$ cat config.mk
export PLATFORM = sky130hd
export DESIGN_NAME = lsb_stego_extractor
export DESIGN_NICKNAME = d
export VERILOG_FILES = /design/src/rtl/core/lse_pkg.sv /design/src/rtl/core/lse_decoder.sv /design/src/rtl/core/lse_out_queue.sv /design/src/rtl/core/lsb_stego_extractor.sv
export SDC_FILE = /design/constraint.sdc
export NUM_CORES = 1
export LEC_CHECK = 0
export BUFFER_PORTS_ARGS = -buffer_cell sky130_fd_sc_hd__clkbuf_2
export CORE_ASPECT_RATIO = 1.2
export CORE_MARGIN = 10
export CORE_UTILIZATION = 61
export DETAILED_ROUTE_END_ITERATION = 10
export PLACE_DENSITY = 0.81
export SLEW_MARGIN = 20
export SYNTH_ARGS = -nofsm -noshare
export SYNTH_HDL_FRONTEND = slang
export SYNTH_SLANG_ARGS = --single-unit
export TNS_END_PERCENT = 1
$ cat constraint.sdc
create_clock -name clk -period 6.85 [get_ports clk]
set_clock_uncertainty 0.15 [all_clocks]
set_input_delay 1.37 -clock clk [delete_from_list [all_inputs] [get_ports clk]]
set_output_delay 1.37 -clock clk [all_outputs]
set_load 0.005 [all_outputs]
$ cat src/rtl/core/lse_pkg.sv
// Shared types and constants for the LSB stego extractor.
`default_nettype none

package lse_pkg;

    // Longest magic string the checker supports
    localparam int unsigned MAGIC_MAX_CHARS = 8;

    // Configuration register indexes
    localparam logic [1:0] CFG_HEADER_BYTES = 2'd0;
    localparam logic [1:0] CFG_MAGIC_LENGTH = 2'd1;
    localparam logic [1:0] CFG_MAGIC_CHARS  = 2'd2;

    // Result kinds
    localparam logic [1:0] KIND_EXT   = 2'd0;
    localparam logic [1:0] KIND_PAY   = 2'd1;
    localparam logic [1:0] KIND_ERROR = 2'd2;

    // Error codes
    localparam logic [2:0] ERR_NONE         = 3'd0;
    localparam logic [2:0] ERR_ZERO_MAGIC   = 3'd1;
    localparam logic [2:0] ERR_MAGIC_DIFF   = 3'd2;
    localparam logic [2:0] ERR_ZERO_EXT     = 3'd3;
    localparam logic [2:0] ERR_NO_DOT       = 3'd4;
    localparam logic [2:0] ERR_ZERO_PAYLOAD = 3'd5;

    // ASCII '.'
    localparam logic [7:0] CHAR_DOT = 8'h2E;

    // One result item
    typedef struct packed {
        logic [7:0] data;
        logic [1:0] kind;
        logic [2:0] err;
        logic       last;
    } lse_result_t;

endpackage

`default_nettype wire

$ cat src/rtl/core/lse_decoder.sv
// Frame decoder: header skip, bit gathering, magic check and result forming.
`default_nettype none

module lse_decoder (
    input  wire logic               clk,
    input  wire logic               rst_n,
    input  wire logic               take,
    input  wire logic [7:0]         image_byte,
    input  wire logic               frame_start,
    input  wire logic               cfg_we,
    input  wire logic [1:0]         cfg_index,
    input  wire logic [63:0]        cfg_data,
    output logic                    res_valid,
    output lse_pkg::lse_result_t    res
);
    import lse_pkg::*;

    typedef enum logic [2:0] {
        PH_HEADER,
        PH_MAGIC_LEN,
        PH_MAGIC_CHARS,
        PH_EXT_LEN,
        PH_EXT_CHARS,
        PH_PAY_LEN,
        PH_PAY_DATA,
        PH_IDLE
    } phase_t;

    // Configuration
    logic [15:0] header_bytes_reg;
    logic [3:0]  magic_length_reg;
    logic [63:0] magic_chars_reg;

    // Decoder state
    phase_t      phase_reg,    phase_next;
    logic [4:0]  bit_idx_reg,  bit_idx_next;
    logic [31:0] shift_reg,    shift_next;
    logic [31:0] rem_reg,      rem_next;
    logic [2:0]  char_idx_reg, char_idx_next;
    logic        mismatch_reg, mismatch_next;
    logic        ext_first_reg, ext_first_next;

    logic        magic_len_ok;
    logic [31:0] shifted;
    logic [7:0]  want_char;
    logic [31:0] rem_dec;

    assign magic_len_ok = (magic_length_reg != 4'd0) &&
                          (magic_length_reg <= 4'(MAGIC_MAX_CHARS));

    // Configuration writes
    always_ff @(posedge clk or negedge rst_n)
    begin
        if (!rst_n)
        begin
            header_bytes_reg <= 16'd54;
            magic_length_reg <= 4'd1;
            magic_chars_reg  <= '0;
        end
        else if (cfg_we)
        begin
            unique case (cfg_index)
                CFG_HEADER_BYTES: header_bytes_reg <= cfg_data[15:0];
                CFG_MAGIC_LENGTH: magic_length_reg <= cfg_data[3:0];
                CFG_MAGIC_CHARS:  magic_chars_reg  <= cfg_data;
                default:          ;
            endcase
        end
    end

    // Next state and result for the item on the input
    always_comb
    begin
        phase_next     = phase_reg;
        bit_idx_next   = bit_idx_reg;
        shift_next     = shift_reg;
        rem_next       = rem_reg;
        char_idx_next  = char_idx_reg;
        mismatch_next  = mismatch_reg;
        ext_first_next = ext_first_reg;
        res_valid      = 1'b0;
        res            = '{data: 8'd0, kind: KIND_ERROR, err: ERR_NONE, last: 1'b1};

        // frame start restarts decoding on this item
        if (frame_start)
        begin
            phase_next     = PH_HEADER;
            bit_idx_next   = '0;
            shift_next     = '0;
            rem_next       = '0;
            char_idx_next  = '0;
            mismatch_next  = 1'b0;
            ext_first_next = 1'b1;
        end

        shifted   = shift_next | (32'(image_byte[0]) << bit_idx_next);
        want_char = magic_chars_reg[{char_idx_next, 3'b000} +: 8];
        rem_dec   = rem_next - 32'd1;

        if (phase_next == PH_HEADER && rem_next < {16'd0, header_bytes_reg})
        begin
            rem_next = rem_next + 32'd1;
        end
        else
        begin
            if (phase_next == PH_HEADER)
            begin
                rem_next   = '0;
                phase_next = PH_MAGIC_LEN;
            end

            unique case (phase_next)
                PH_MAGIC_LEN, PH_EXT_LEN, PH_PAY_LEN:
                begin
                    if (bit_idx_next == 5'd31)
                    begin
                        bit_idx_next = '0;
                        shift_next   = '0;
                        if (shifted == 32'd0)
                        begin
                            res_valid  = 1'b1;
                            if (phase_next == PH_MAGIC_LEN)
                                res.err = ERR_ZERO_MAGIC;
                            else if (phase_next == PH_EXT_LEN)
                                res.err = ERR_ZERO_EXT;
                            else
                                res.err = ERR_ZERO_PAYLOAD;
                            phase_next = PH_IDLE;
                        end
                        else if (phase_next == PH_MAGIC_LEN)
                        begin
                            if (!magic_len_ok || shifted != {28'd0, magic_length_reg})
                            begin
                                res_valid  = 1'b1;
                                res.err    = ERR_MAGIC_DIFF;
                                phase_next = PH_IDLE;
                            end
                            else
                            begin
                                rem_next      = shifted;
                                char_idx_next = '0;
                                mismatch_next = 1'b0;
                                phase_next    = PH_MAGIC_CHARS;
                            end
                        end
                        else if (phase_next == PH_EXT_LEN)
                        begin
                            rem_next       = shifted;
                            ext_first_next = 1'b1;
                            phase_next     = PH_EXT_CHARS;
                        end
                        else
                        begin
                            rem_next   = shifted;
                            phase_next = PH_PAY_DATA;
                        end
                    end
                    else
                    begin
                        shift_next   = shifted;
                        bit_idx_next = bit_idx_next + 5'd1;
                    end
                end

                PH_MAGIC_CHARS, PH_EXT_CHARS, PH_PAY_DATA:
                begin
                    if (bit_idx_next == 5'd7)
                    begin
                        bit_idx_next = '0;
                        shift_next   = '0;
                        rem_next     = rem_dec;
                        if (phase_next == PH_MAGIC_CHARS)
                        begin
                            mismatch_next = mismatch_next || (want_char != shifted[7:0]);
                            char_idx_next = char_idx_next + 3'd1;
                            if (rem_dec == 32'd0)
                            begin
                                if (mismatch_next)
                                begin
                                    res_valid  = 1'b1;
                                    res.err    = ERR_MAGIC_DIFF;
                                    phase_next = PH_IDLE;
                                end
                                else
                                    phase_next = PH_EXT_LEN;
                            end
                        end
                        else if (phase_next == PH_EXT_CHARS)
                        begin
                            res_valid = 1'b1;
                            if (ext_first_next && shifted[7:0] != CHAR_DOT)
                            begin
                                res.err    = ERR_NO_DOT;
                                phase_next = PH_IDLE;
                            end
                            else
                            begin
                                res            = '{data: shifted[7:0], kind: KIND_EXT,
                                                   err: ERR_NONE, last: 1'b0};
                                ext_first_next = 1'b0;
                                if (rem_dec == 32'd0)
                                    phase_next = PH_PAY_LEN;
                            end
                        end
                        else
                        begin
                            res_valid = 1'b1;
                            res       = '{data: shifted[7:0], kind: KIND_PAY,
                                          err: ERR_NONE, last: (rem_dec == 32'd0)};
                            if (rem_dec == 32'd0)
                                phase_next = PH_IDLE;
                        end
                    end
                    else
                    begin
                        shift_next   = shifted;
                        bit_idx_next = bit_idx_next + 5'd1;
                    end
                end

                PH_HEADER, PH_IDLE:
                begin
                    // nothing collected after the end or an error
                end
            endcase
        end
    end

    // State registers, updated on each accepted item
    always_ff @(posedge clk or negedge rst_n)
    begin
        if (!rst_n)
        begin
            phase_reg     <= PH_HEADER;
            bit_idx_reg   <= '0;
            shift_reg     <= '0;
            rem_reg       <= '0;
            char_idx_reg  <= '0;
            mismatch_reg  <= 1'b0;
            ext_first_reg <= 1'b1;
        end
        else if (take)
        begin
            phase_reg     <= phase_next;
            bit_idx_reg   <= bit_idx_next;
            shift_reg     <= shift_next;
            rem_reg       <= rem_next;
            char_idx_reg  <= char_idx_next;
            mismatch_reg  <= mismatch_next;
            ext_first_reg <= ext_first_next;
        end
    end

    // Byte groups never reach past bit 7
    a_byte_idx: assert property (@(posedge clk) disable iff (!rst_n)
        (phase_reg == PH_MAGIC_CHARS || phase_reg == PH_EXT_CHARS ||
         phase_reg == PH_PAY_DATA) |-> bit_idx_reg <= 5'd7)
        else $error("bit index beyond byte group");

    // An error result always ends the frame
    a_err_ends: assert property (@(posedge clk) disable iff (!rst_n)
        (take && res_valid && res.kind == KIND_ERROR) |=> phase_reg == PH_IDLE)
        else $error("error result without end of frame");

    // Error results carry a code and the last mark, data results carry no code
    a_err_code: assert property (@(posedge clk) disable iff (!rst_n)
        res_valid |-> ((res.kind == KIND_ERROR) == (res.err != ERR_NONE)) &&
                      (res.kind != KIND_ERROR || res.last))
        else $error("result code inconsistent with kind");

endmodule

`default_nettype wire

$ cat src/rtl/core/lse_out_queue.sv
// Two-entry result queue that parts the decoder from the output handshake.
`default_nettype none

module lse_out_queue (
    input  wire logic               clk,
    input  wire logic               rst_n,
    input  wire logic               push,
    input  wire lse_pkg::lse_result_t push_data,
    output logic                    has_room,
    output logic                    out_valid,
    input  wire logic               out_ready,
    output lse_pkg::lse_result_t    head
);
    import lse_pkg::*;

    lse_result_t slot0_reg, slot0_next;
    lse_result_t slot1_reg, slot1_next;
    logic [1:0]  count_reg, count_next;
    logic        pop;

    assign has_room  = (count_reg != 2'd2);
    assign out_valid = (count_reg != 2'd0);
    assign head      = slot0_reg;
    assign pop       = out_valid && out_ready;

    // Slot moves for push and pop
    always_comb
    begin
        slot0_next = slot0_reg;
        slot1_next = slot1_reg;
        count_next = count_reg;
        if (push && !pop)
        begin
            if (count_reg == 2'd0)
                slot0_next = push_data;
            else
                slot1_next = push_data;
            count_next = count_reg + 2'd1;
        end
        else if (pop && !push)
        begin
            slot0_next = slot1_reg;
            count_next = count_reg - 2'd1;
        end
        else if (pop && push)
        begin
            if (count_reg == 2'd1)
                slot0_next = push_data;
            else
            begin
                slot0_next = slot1_reg;
                slot1_next = push_data;
            end
        end
    end

    always_ff @(posedge clk or negedge rst_n)
    begin
        if (!rst_n)
            count_reg <= '0;
        else
            count_reg <= count_next;
    end

    always_ff @(posedge clk)
    begin
        slot0_reg <= slot0_next;
        slot1_reg <= slot1_next;
    end

    a_count_range: assert property (@(posedge clk) disable iff (!rst_n)
        count_reg != 2'd3)
        else $error("queue count out of range");

    a_no_overflow: assert property (@(posedge clk) disable iff (!rst_n)
        push |-> has_room)
        else $error("push into full queue");

    a_pushed_shows: assert property (@(posedge clk) disable iff (!rst_n)
        (push && count_reg == 2'd0) |=> (out_valid && head == $past(push_data)))
        else $error("pushed item not at head");

endmodule

`default_nettype wire

$ cat src/rtl/core/lsb_stego_extractor.sv
// Top level of the LSB steganography extractor.
`default_nettype none

// Takes one carrier image byte per cycle while in_ready is high, skips
// header_bytes bytes, then gathers bit 0 of each byte LSB first into the
// hidden frame: magic length, magic characters, extension length, extension
// characters, payload length and payload bytes. Extension characters and
// payload bytes come out as items; a failed check gives one error item and
// the frame then ignores input until frame_start. An input item is taken
// when in_valid and in_ready are both high; its result, if any, enters the
// output queue at acceptance; with the queue empty it is visible at the
// output in the cycle after acceptance, otherwise it waits behind the older
// results. A two-entry result queue sits at the output; in_ready drops only
// while both entries hold results that the sink has not taken. Configuration
// writes are single cycle writes through cfg_we, cfg_index and cfg_data.
module lsb_stego_extractor (
    input  wire logic        clk,
    input  wire logic        rst_n,
    input  wire logic        in_valid,
    output logic             in_ready,
    input  wire logic [7:0]  image_byte,
    input  wire logic        frame_start,
    output logic             out_valid,
    input  wire logic        out_ready,
    output logic [7:0]       out_byte,
    output logic [1:0]       out_kind,
    output logic [2:0]       error_code,
    output logic             last_byte,
    input  wire logic        cfg_we,
    input  wire logic [1:0]  cfg_index,
    input  wire logic [63:0] cfg_data
);
    import lse_pkg::*;

    logic        take;
    logic        res_valid;
    lse_result_t res;
    lse_result_t head;

    assign take = in_valid && in_ready;

    // Decoder state and result logic
    lse_decoder u_decoder (
        .clk         (clk),
        .rst_n       (rst_n),
        .take        (take),
        .image_byte  (image_byte),
        .frame_start (frame_start),
        .cfg_we      (cfg_we),
        .cfg_index   (cfg_index),
        .cfg_data    (cfg_data),
        .res_valid   (res_valid),
        .res         (res)
    );

    // Result queue
    lse_out_queue u_queue (
        .clk       (clk),
        .rst_n     (rst_n),
        .push      (take && res_valid),
        .push_data (res),
        .has_room  (in_ready),
        .out_valid (out_valid),
        .out_ready (out_ready),
        .head      (head)
    );

    assign out_byte   = head.data;
    assign out_kind   = head.kind;
    assign error_code = head.err;
    assign last_byte  = head.last;

endmodule

`default_nettype wire
Word-level counts from Yosys, hierarchy flattened
Cells that the tools add are included.
{"block": "totals", "elab_cells": 188, "inputBits": 80, "regBits": 191, "output_inout_bits": 16}
{"block": "classes", "reduce_logical": 31, "eq_ne": 19, "bitwise": 1, "n_mux": 108, "shifts": 2, "n_addsub": 6, "magnitude_cmp": 2}
{"op": "$mux W32", "n": 12}
{"op": "$mux W14", "n": 13}
{"op": "$pmux W32 S2", "n": 2}
{"op": "$mux W3", "n": 32}
{"op": "$logic_not A32 Y1", "n": 2}
{"op": "$shiftx A64 B7 Y8", "n": 1}
{"op": "$add A32 B1 Y32 const B", "n": 1}
{"op": "$lt A32 B16 Y1", "n": 1}
{"op": "$ne A32 B4 Y1", "n": 1}
{"op": "$or A32 B32 Y32", "n": 1}
{"op": "$shl A1 B5 Y32", "n": 1}
{"op": "$sub A32 B1 Y32 const B", "n": 1}
{"op": "$mux W1", "n": 30}
{"op": "$mux W10", "n": 3}
{"op": "$mux W5", "n": 4}
{"op": "$pmux W3 S2", "n": 3}
{"op": "$mux W2", "n": 5}
{"op": "$pmux W5 S2", "n": 1}
{"op": "$eq A3 B3 Y1 const B", "n": 3}
{"op": "$logic_and A1 B1 Y1", "n": 9}
{"op": "$ne A8 B6 Y1 const B", "n": 1}
{"op": "$ne A8 B8 Y1", "n": 1}
{"op": "$reduce_and A2 Y1", "n": 4}
{"op": "$eq A3 B2 Y1 const B", "n": 2}
{"op": "other kinds (22)", "n": 35}

Depth between registers and ports, before layout
{"block": "logic_depth", "ltp_word": 16, "ltp_mapped": 24, "mapped_depth_nobuf": 17}

By module
Synthesis repeated with hierarchy kept, for this count alone.
{"block": "hier_totals", "cells_unflattened": 1356, "area_unflattened_um2": 12295.5}
{"mod": "lse_decoder", "seq_area_each_um2": 4036.4, "instances": 1, "cells_per_inst": 1234, "area_per_inst_um2": 10820.4}
{"mod": "lse_out_queue", "seq_area_each_um2": 890.9, "instances": 1, "cells_per_inst": 120, "area_per_inst_um2": 1462.7}
{"mod": "lsb_stego_extractor", "seq_area_each_um2": 0.0, "instances": 1, "cells_per_inst": 2, "area_per_inst_um2": 12.5}

Worst setup path before layout
Ideal clock, no wire load.
{"block": "synth_path", "kind": "input-to-reg", "from": "in frame_start", "to": "reg u_queue.slot1_reg[0] (netlist name) (enable)", "setup_ns": 0.403, "required_ns": 6.297, "n_path_buf": 5, "slack_ns": -0.137, "arrival_ns": 6.434, "cell_stages": 21, "cell_sequence": "buf_2 > clkinv_1 > clkbuf_1 > clkbuf_1 > clkbuf_1 > nand2_1 > ha_1 > buf_2 > or4b_1 > or4_1 > mux2i_1 > or3_1 > a21oi_1 > and4_1 > nand4_1 > o31a_1 > nand2b_1 > ha_1 > nor3_1 > a21oi_1 > nor3_1"}
{"block": "synth_between", "elab_chain_len": 16, "elab_cells_between_ends": 51, "cone_classes": "add/sub: 1; order compare: 1; eq/ne: 13; shift: 2; mux: 18; bitwise: 1; reduce/logical: 15"}
{"element": "start: declaration", "line_no": "lsb_stego_extractor.sv:22", "rtl": "input wire logic frame_start,"}
{"element": "parallel branches: the longest is 10 deep, another holds $sub A32 B1 Y32"}
{"element": "$mux W1 *", "line_no": "lse_decoder.sv:100", "rtl": "if (phase_next == PH_HEADER && rem_next < {16'd0, header_bytes_reg})"}
{"element": "$logic_and A1 B1 Y1 *", "line_no": "lsb_stego_extractor.sv:60", "rtl": ".push (take && res_valid),"}
{"element": "$logic_not A1 Y1", "line_no": "lse_out_queue.sv:40", "rtl": "else if (pop && !push)"}
{"element": "$logic_and A1 B1 Y1", "line_no": "lse_out_queue.sv:40"}
{"element": "$ne A2 B1 Y1 (no source line)"}
{"element": "$reduce_and A4 Y1 (no source line) *"}
{"element": "end signal: assignment", "line_no": "lse_out_queue.sv:68", "rtl": "slot1_reg <= slot1_next;"}
{"element": "end: declaration", "line_no": "lse_out_queue.sv:17", "rtl": "lse_result_t slot1_reg, slot1_next;"}
Mark *: on every way between the ends. The select of a mux whose other input is x is not followed.
A chain may end at the register's enable or synchronous reset.

Worst setup path in the final report
Same ends and word-level chain as after synthesis.

==> results.ini <==
[place]
routabilityCongestion = 0.969
hpwlAfterDp_um = 26800
port_buffers = 88
preCtsSetupSlack_ns = 0.869

[worst_setup_path]
endpoint_kind = flop
ff2ff_path_depth = 16
r2r-start = u_decoder.rem_reg[0]
critPathRequiredTime_ns = 6.84
reg2reg_setup_slack_ns = 1.84
crit_path_category = primary input to flop
arrival_ns = 5.61
critPathMaxFanout = 14
worst_r2r_endpoint = u_queue.slot1_reg[0]
startpoint_type = primary input

[global_route]
via_count_of_the_first_global_routing_pass = 11000
antenna_found_initial = 0
globalRouteOverflowTotal = 0
pin_count_of_the_biggest_net_entering_global_routing = 102
gr-usage-all-layers_pct = 28.6
first_pass_grt_wire_length_um = 60300

[pwr]
power_per_cell_area_nw_per_um2 = 270
clock_power_share_pct = 28.6
switching_share_of_total_power_pct = 38.7
internal-power_mw = 2.22
peakVddDrop_v = 0.000197
power.net_switching_mw = 1.41
combinationalPowerShare_pct = 30.5
seq_power_share_pct = 41.0
leakage_nw = 5.53

[synth]
synth-edff-count = 28
yosysWarnings = 0
post_synth.cell_area_avg_um2 = 9.14
flops_latches_synth = 191
async_flop_share_pct = 85.3
synthesis.nets = 1448
ys_seq_area_share_pct = 40.2
synth_flop_cell = sky130_fd_sc_hd__dfrtp_1
netlist-cell-type-count = 83
post_synth_instance_area_um2 = 12300
syn-instance-count = 1342
netlist.top_cell.by_area = sky130_fd_sc_hd__dfrtp_1
ys_top_cells_by_area = sky130_fd_sc_hd__dfrtp_1, sky130_fd_sc_hd__mux2_2, sky130_fd_sc_hd__edfxtp_1
yosysTopAreaCellShare_pct = 32.0

[hold_path]
holdCritStartpoint = u_decoder.shift_reg[31]
hp-class = flop to flop
worstHoldPathCells = 1
worstHoldEndpoint = u_decoder.shift_reg[31]

[detailed_routing]
wl_per_cell_um = 22.8
drc = 0
ant_nets = 0
drt_first_iter_violations = 1597
avgViaCountPerCell = 6.87
first_pass_iters = 6
num_vias = 11300
detail_route.wirelength_um = 37500

[sta]
finalCriticalPeriod_ns = 5.62
period_share_pct = 82.1
worst_slew_margin_rel_pct = 26.4
worstMarginPinSlew_ns = 1.10
timing_limited_maximum_frequency_ghz = 0.178
maxSlewViolCount = 0
rsz0062_at_grt = false
timing.final.setup_violations = 0
timing_hold_violations_final = 0
final_tns_setup_ns = 0
hold_ws_ns = 0.341
final_critical_path_setup_slack_ns = 1.23

[flow_run]
maxCapViolations = 0

[die]
fp.coreArea_um2 = 19700
floorplan.die.width_um = 149
start_util_pct = 62.3
cell_rows = 56
design.portCount = 96
die-area_um2 = 26200
floorplan.die.height_um = 175

[cts]
cts_max_path_buffers = 2
cts.repair_timing.setup_buffer_count = 0
clk-insertion-delay-late_ns = 0.45
clkSinkCount = 191
cts_tree = built
htree_levels = 4
postCtsResizedCells = 0
holdBufCountCts = 0
cts_buffers = 17
cts.root.buffer_cell = sky130_fd_sc_hd__clkbuf_16
clk_transition_reported_paths_ns = 0.08

[finish]
max_ffs_per_register = 64
layout-area-overhead-vs-synth_pct = 9.69
layout.cells.most_common_list = sky130_fd_sc_hd__dfrtp_1, sky130_fd_sc_hd__nand2_1, sky130_fd_sc_hd__nor2_1
mostFrequentLayoutCell = sky130_fd_sc_hd__dfrtp_1
n_antenna_cell = 0
final_layout_size_suffix_gt1_share_pct = 19.7
final_nets = 1474

[run_status]
run_status = completed

## synth_stat cells, types with 10 or more instances
cell and count:
sky130_fd_sc_hd__a21oi_1 84, sky130_fd_sc_hd__a221oi_1 14, sky130_fd_sc_hd__a22o_1 15, sky130_fd_sc_hd__a22oi_1 12, sky130_fd_sc_hd__a31oi_1 30, sky130_fd_sc_hd__a32oi_1 10
sky130_fd_sc_hd__and3_1 10, sky130_fd_sc_hd__buf_2 20, sky130_fd_sc_hd__clkbuf_1 83, sky130_fd_sc_hd__dfrtp_1 157, sky130_fd_sc_hd__edfxtp_1 28, sky130_fd_sc_hd__ha_1 26
sky130_fd_sc_hd__inv_1 38, sky130_fd_sc_hd__mux2_2 83, sky130_fd_sc_hd__mux2i_1 15, sky130_fd_sc_hd__nand2_1 117, sky130_fd_sc_hd__nand2b_1 15, sky130_fd_sc_hd__nand3_1 28
sky130_fd_sc_hd__nand4_1 19, sky130_fd_sc_hd__nor2_1 111, sky130_fd_sc_hd__nor2b_1 27, sky130_fd_sc_hd__nor3_1 40, sky130_fd_sc_hd__nor3b_1 12, sky130_fd_sc_hd__nor4_1 15
sky130_fd_sc_hd__o211ai_1 15, sky130_fd_sc_hd__o21ai_0 86, sky130_fd_sc_hd__o31ai_1 21, sky130_fd_sc_hd__xnor2_1 15, sky130_fd_sc_hd__xor2_1 10
## stage by stage
| step | area [µm²] | power (mW) | cells | util (%) |
|---|---|---|---|---|
| after floorplan | 12300 | 2.24 | 1342 | - |
| after detailed placement | 12800 | 2.57 | 1610 | 65.2 |
| after global placement | 12800 | 2.53 | 1610 | 65.2 |
| after global routing | 13500 | 3.79 | 1642 | 68.3 |
| final | 13500 | 3.63 | 1642 | 68.3 |
| after CTS | 13400 | 3.60 | 1642 | 68.3 |
## area by class of cell
type | instances | area (µm²)
inverters | 39 | 146
fillers | 1550 | 6240
clock buffers | 17 | 425
clock inverters | 15 | 193
well taps | 261 | 327
flip-flops and latches | 191 | 4930
multi-input cells | 1001 | 6760
repair buffers | 118 | 674
## cells by family (layout without fill, tap and decap cells)
logic type               Yosys count  count (layout)  share of synthesized area, %
AO/OA/AOI/OAI                    391             391                          21.5
XOR/XNOR                          25              25                          1.79
adder cells (fa/ha/maj)           26              26                          2.65
buffers and inverters            150             189                          4.94
flip-flops                       191             191                          40.2
multiplexers                     105             105                          10.1
AND/OR/NAND/NOR                  454             454                          18.8
## power groups by stage
stage,registers (mW),clock network [mW],logic [mW]
after floorplan,1.37,0,0.868
after global placement,1.49,0,1.04
after detailed placement,1.50,0,1.07
after CTS,1.48,1.04,1.08
after global routing,1.51,1.09,1.20
final,1.49,1.04,1.11
## layer usage
metal  vias up  wire length (µm)  share of wire [%]  global-route usage, %
met2       637             17800                 47                   45.7
li1       5070                 -                  -                      -
met3       138              3320                8.9                   5.61
met1      5443             14400                 38                   35.6
met4         0              2060                5.5                   15.4
met5         -                 0                  0                      0
## worst max-delay path: stages
cell                       delay (ns)
sky130_fd_sc_hd__buf_4           0.14
sky130_fd_sc_hd__nand2b_1        0.23
sky130_fd_sc_hd__ha_1            0.24
sky130_fd_sc_hd__or4b_1          0.47
sky130_fd_sc_hd__or3_4           0.36
sky130_fd_sc_hd__o31ai_2         0.41
sky130_fd_sc_hd__nand4_1         0.16
sky130_fd_sc_hd__nand3b_1        0.17
sky130_fd_sc_hd__nor4b_1         0.25
sky130_fd_sc_hd__nand4_1         0.35
sky130_fd_sc_hd__o31a_1          0.46
sky130_fd_sc_hd__nand2b_1        0.19
sky130_fd_sc_hd__ha_1            0.22
sky130_fd_sc_hd__nor3_1          0.13
sky130_fd_sc_hd__a21oi_1         0.08
sky130_fd_sc_hd__nor3_2          0.12
sky130_fd_sc_hd__buf_4           0.25
## worst max-delay path by stage
| stage | startpoint | endpoint | cells after the start |
|---|---|---|---|
| final | frame_start | u_queue.slot1_reg[0] | 17 |
| after global routing | frame_start | u_queue.slot1_reg[13] | 17 |
| after CTS | frame_start | u_queue.slot1_reg[13] | 17 |
| after detailed placement | frame_start | u_queue.head[5] | 17 |
| after global placement | frame_start | u_queue.head[5] | 17 |
| after floorplan | frame_start | u_queue.slot1_reg[0] | 21 |
(Power assumes the default switching activity.)
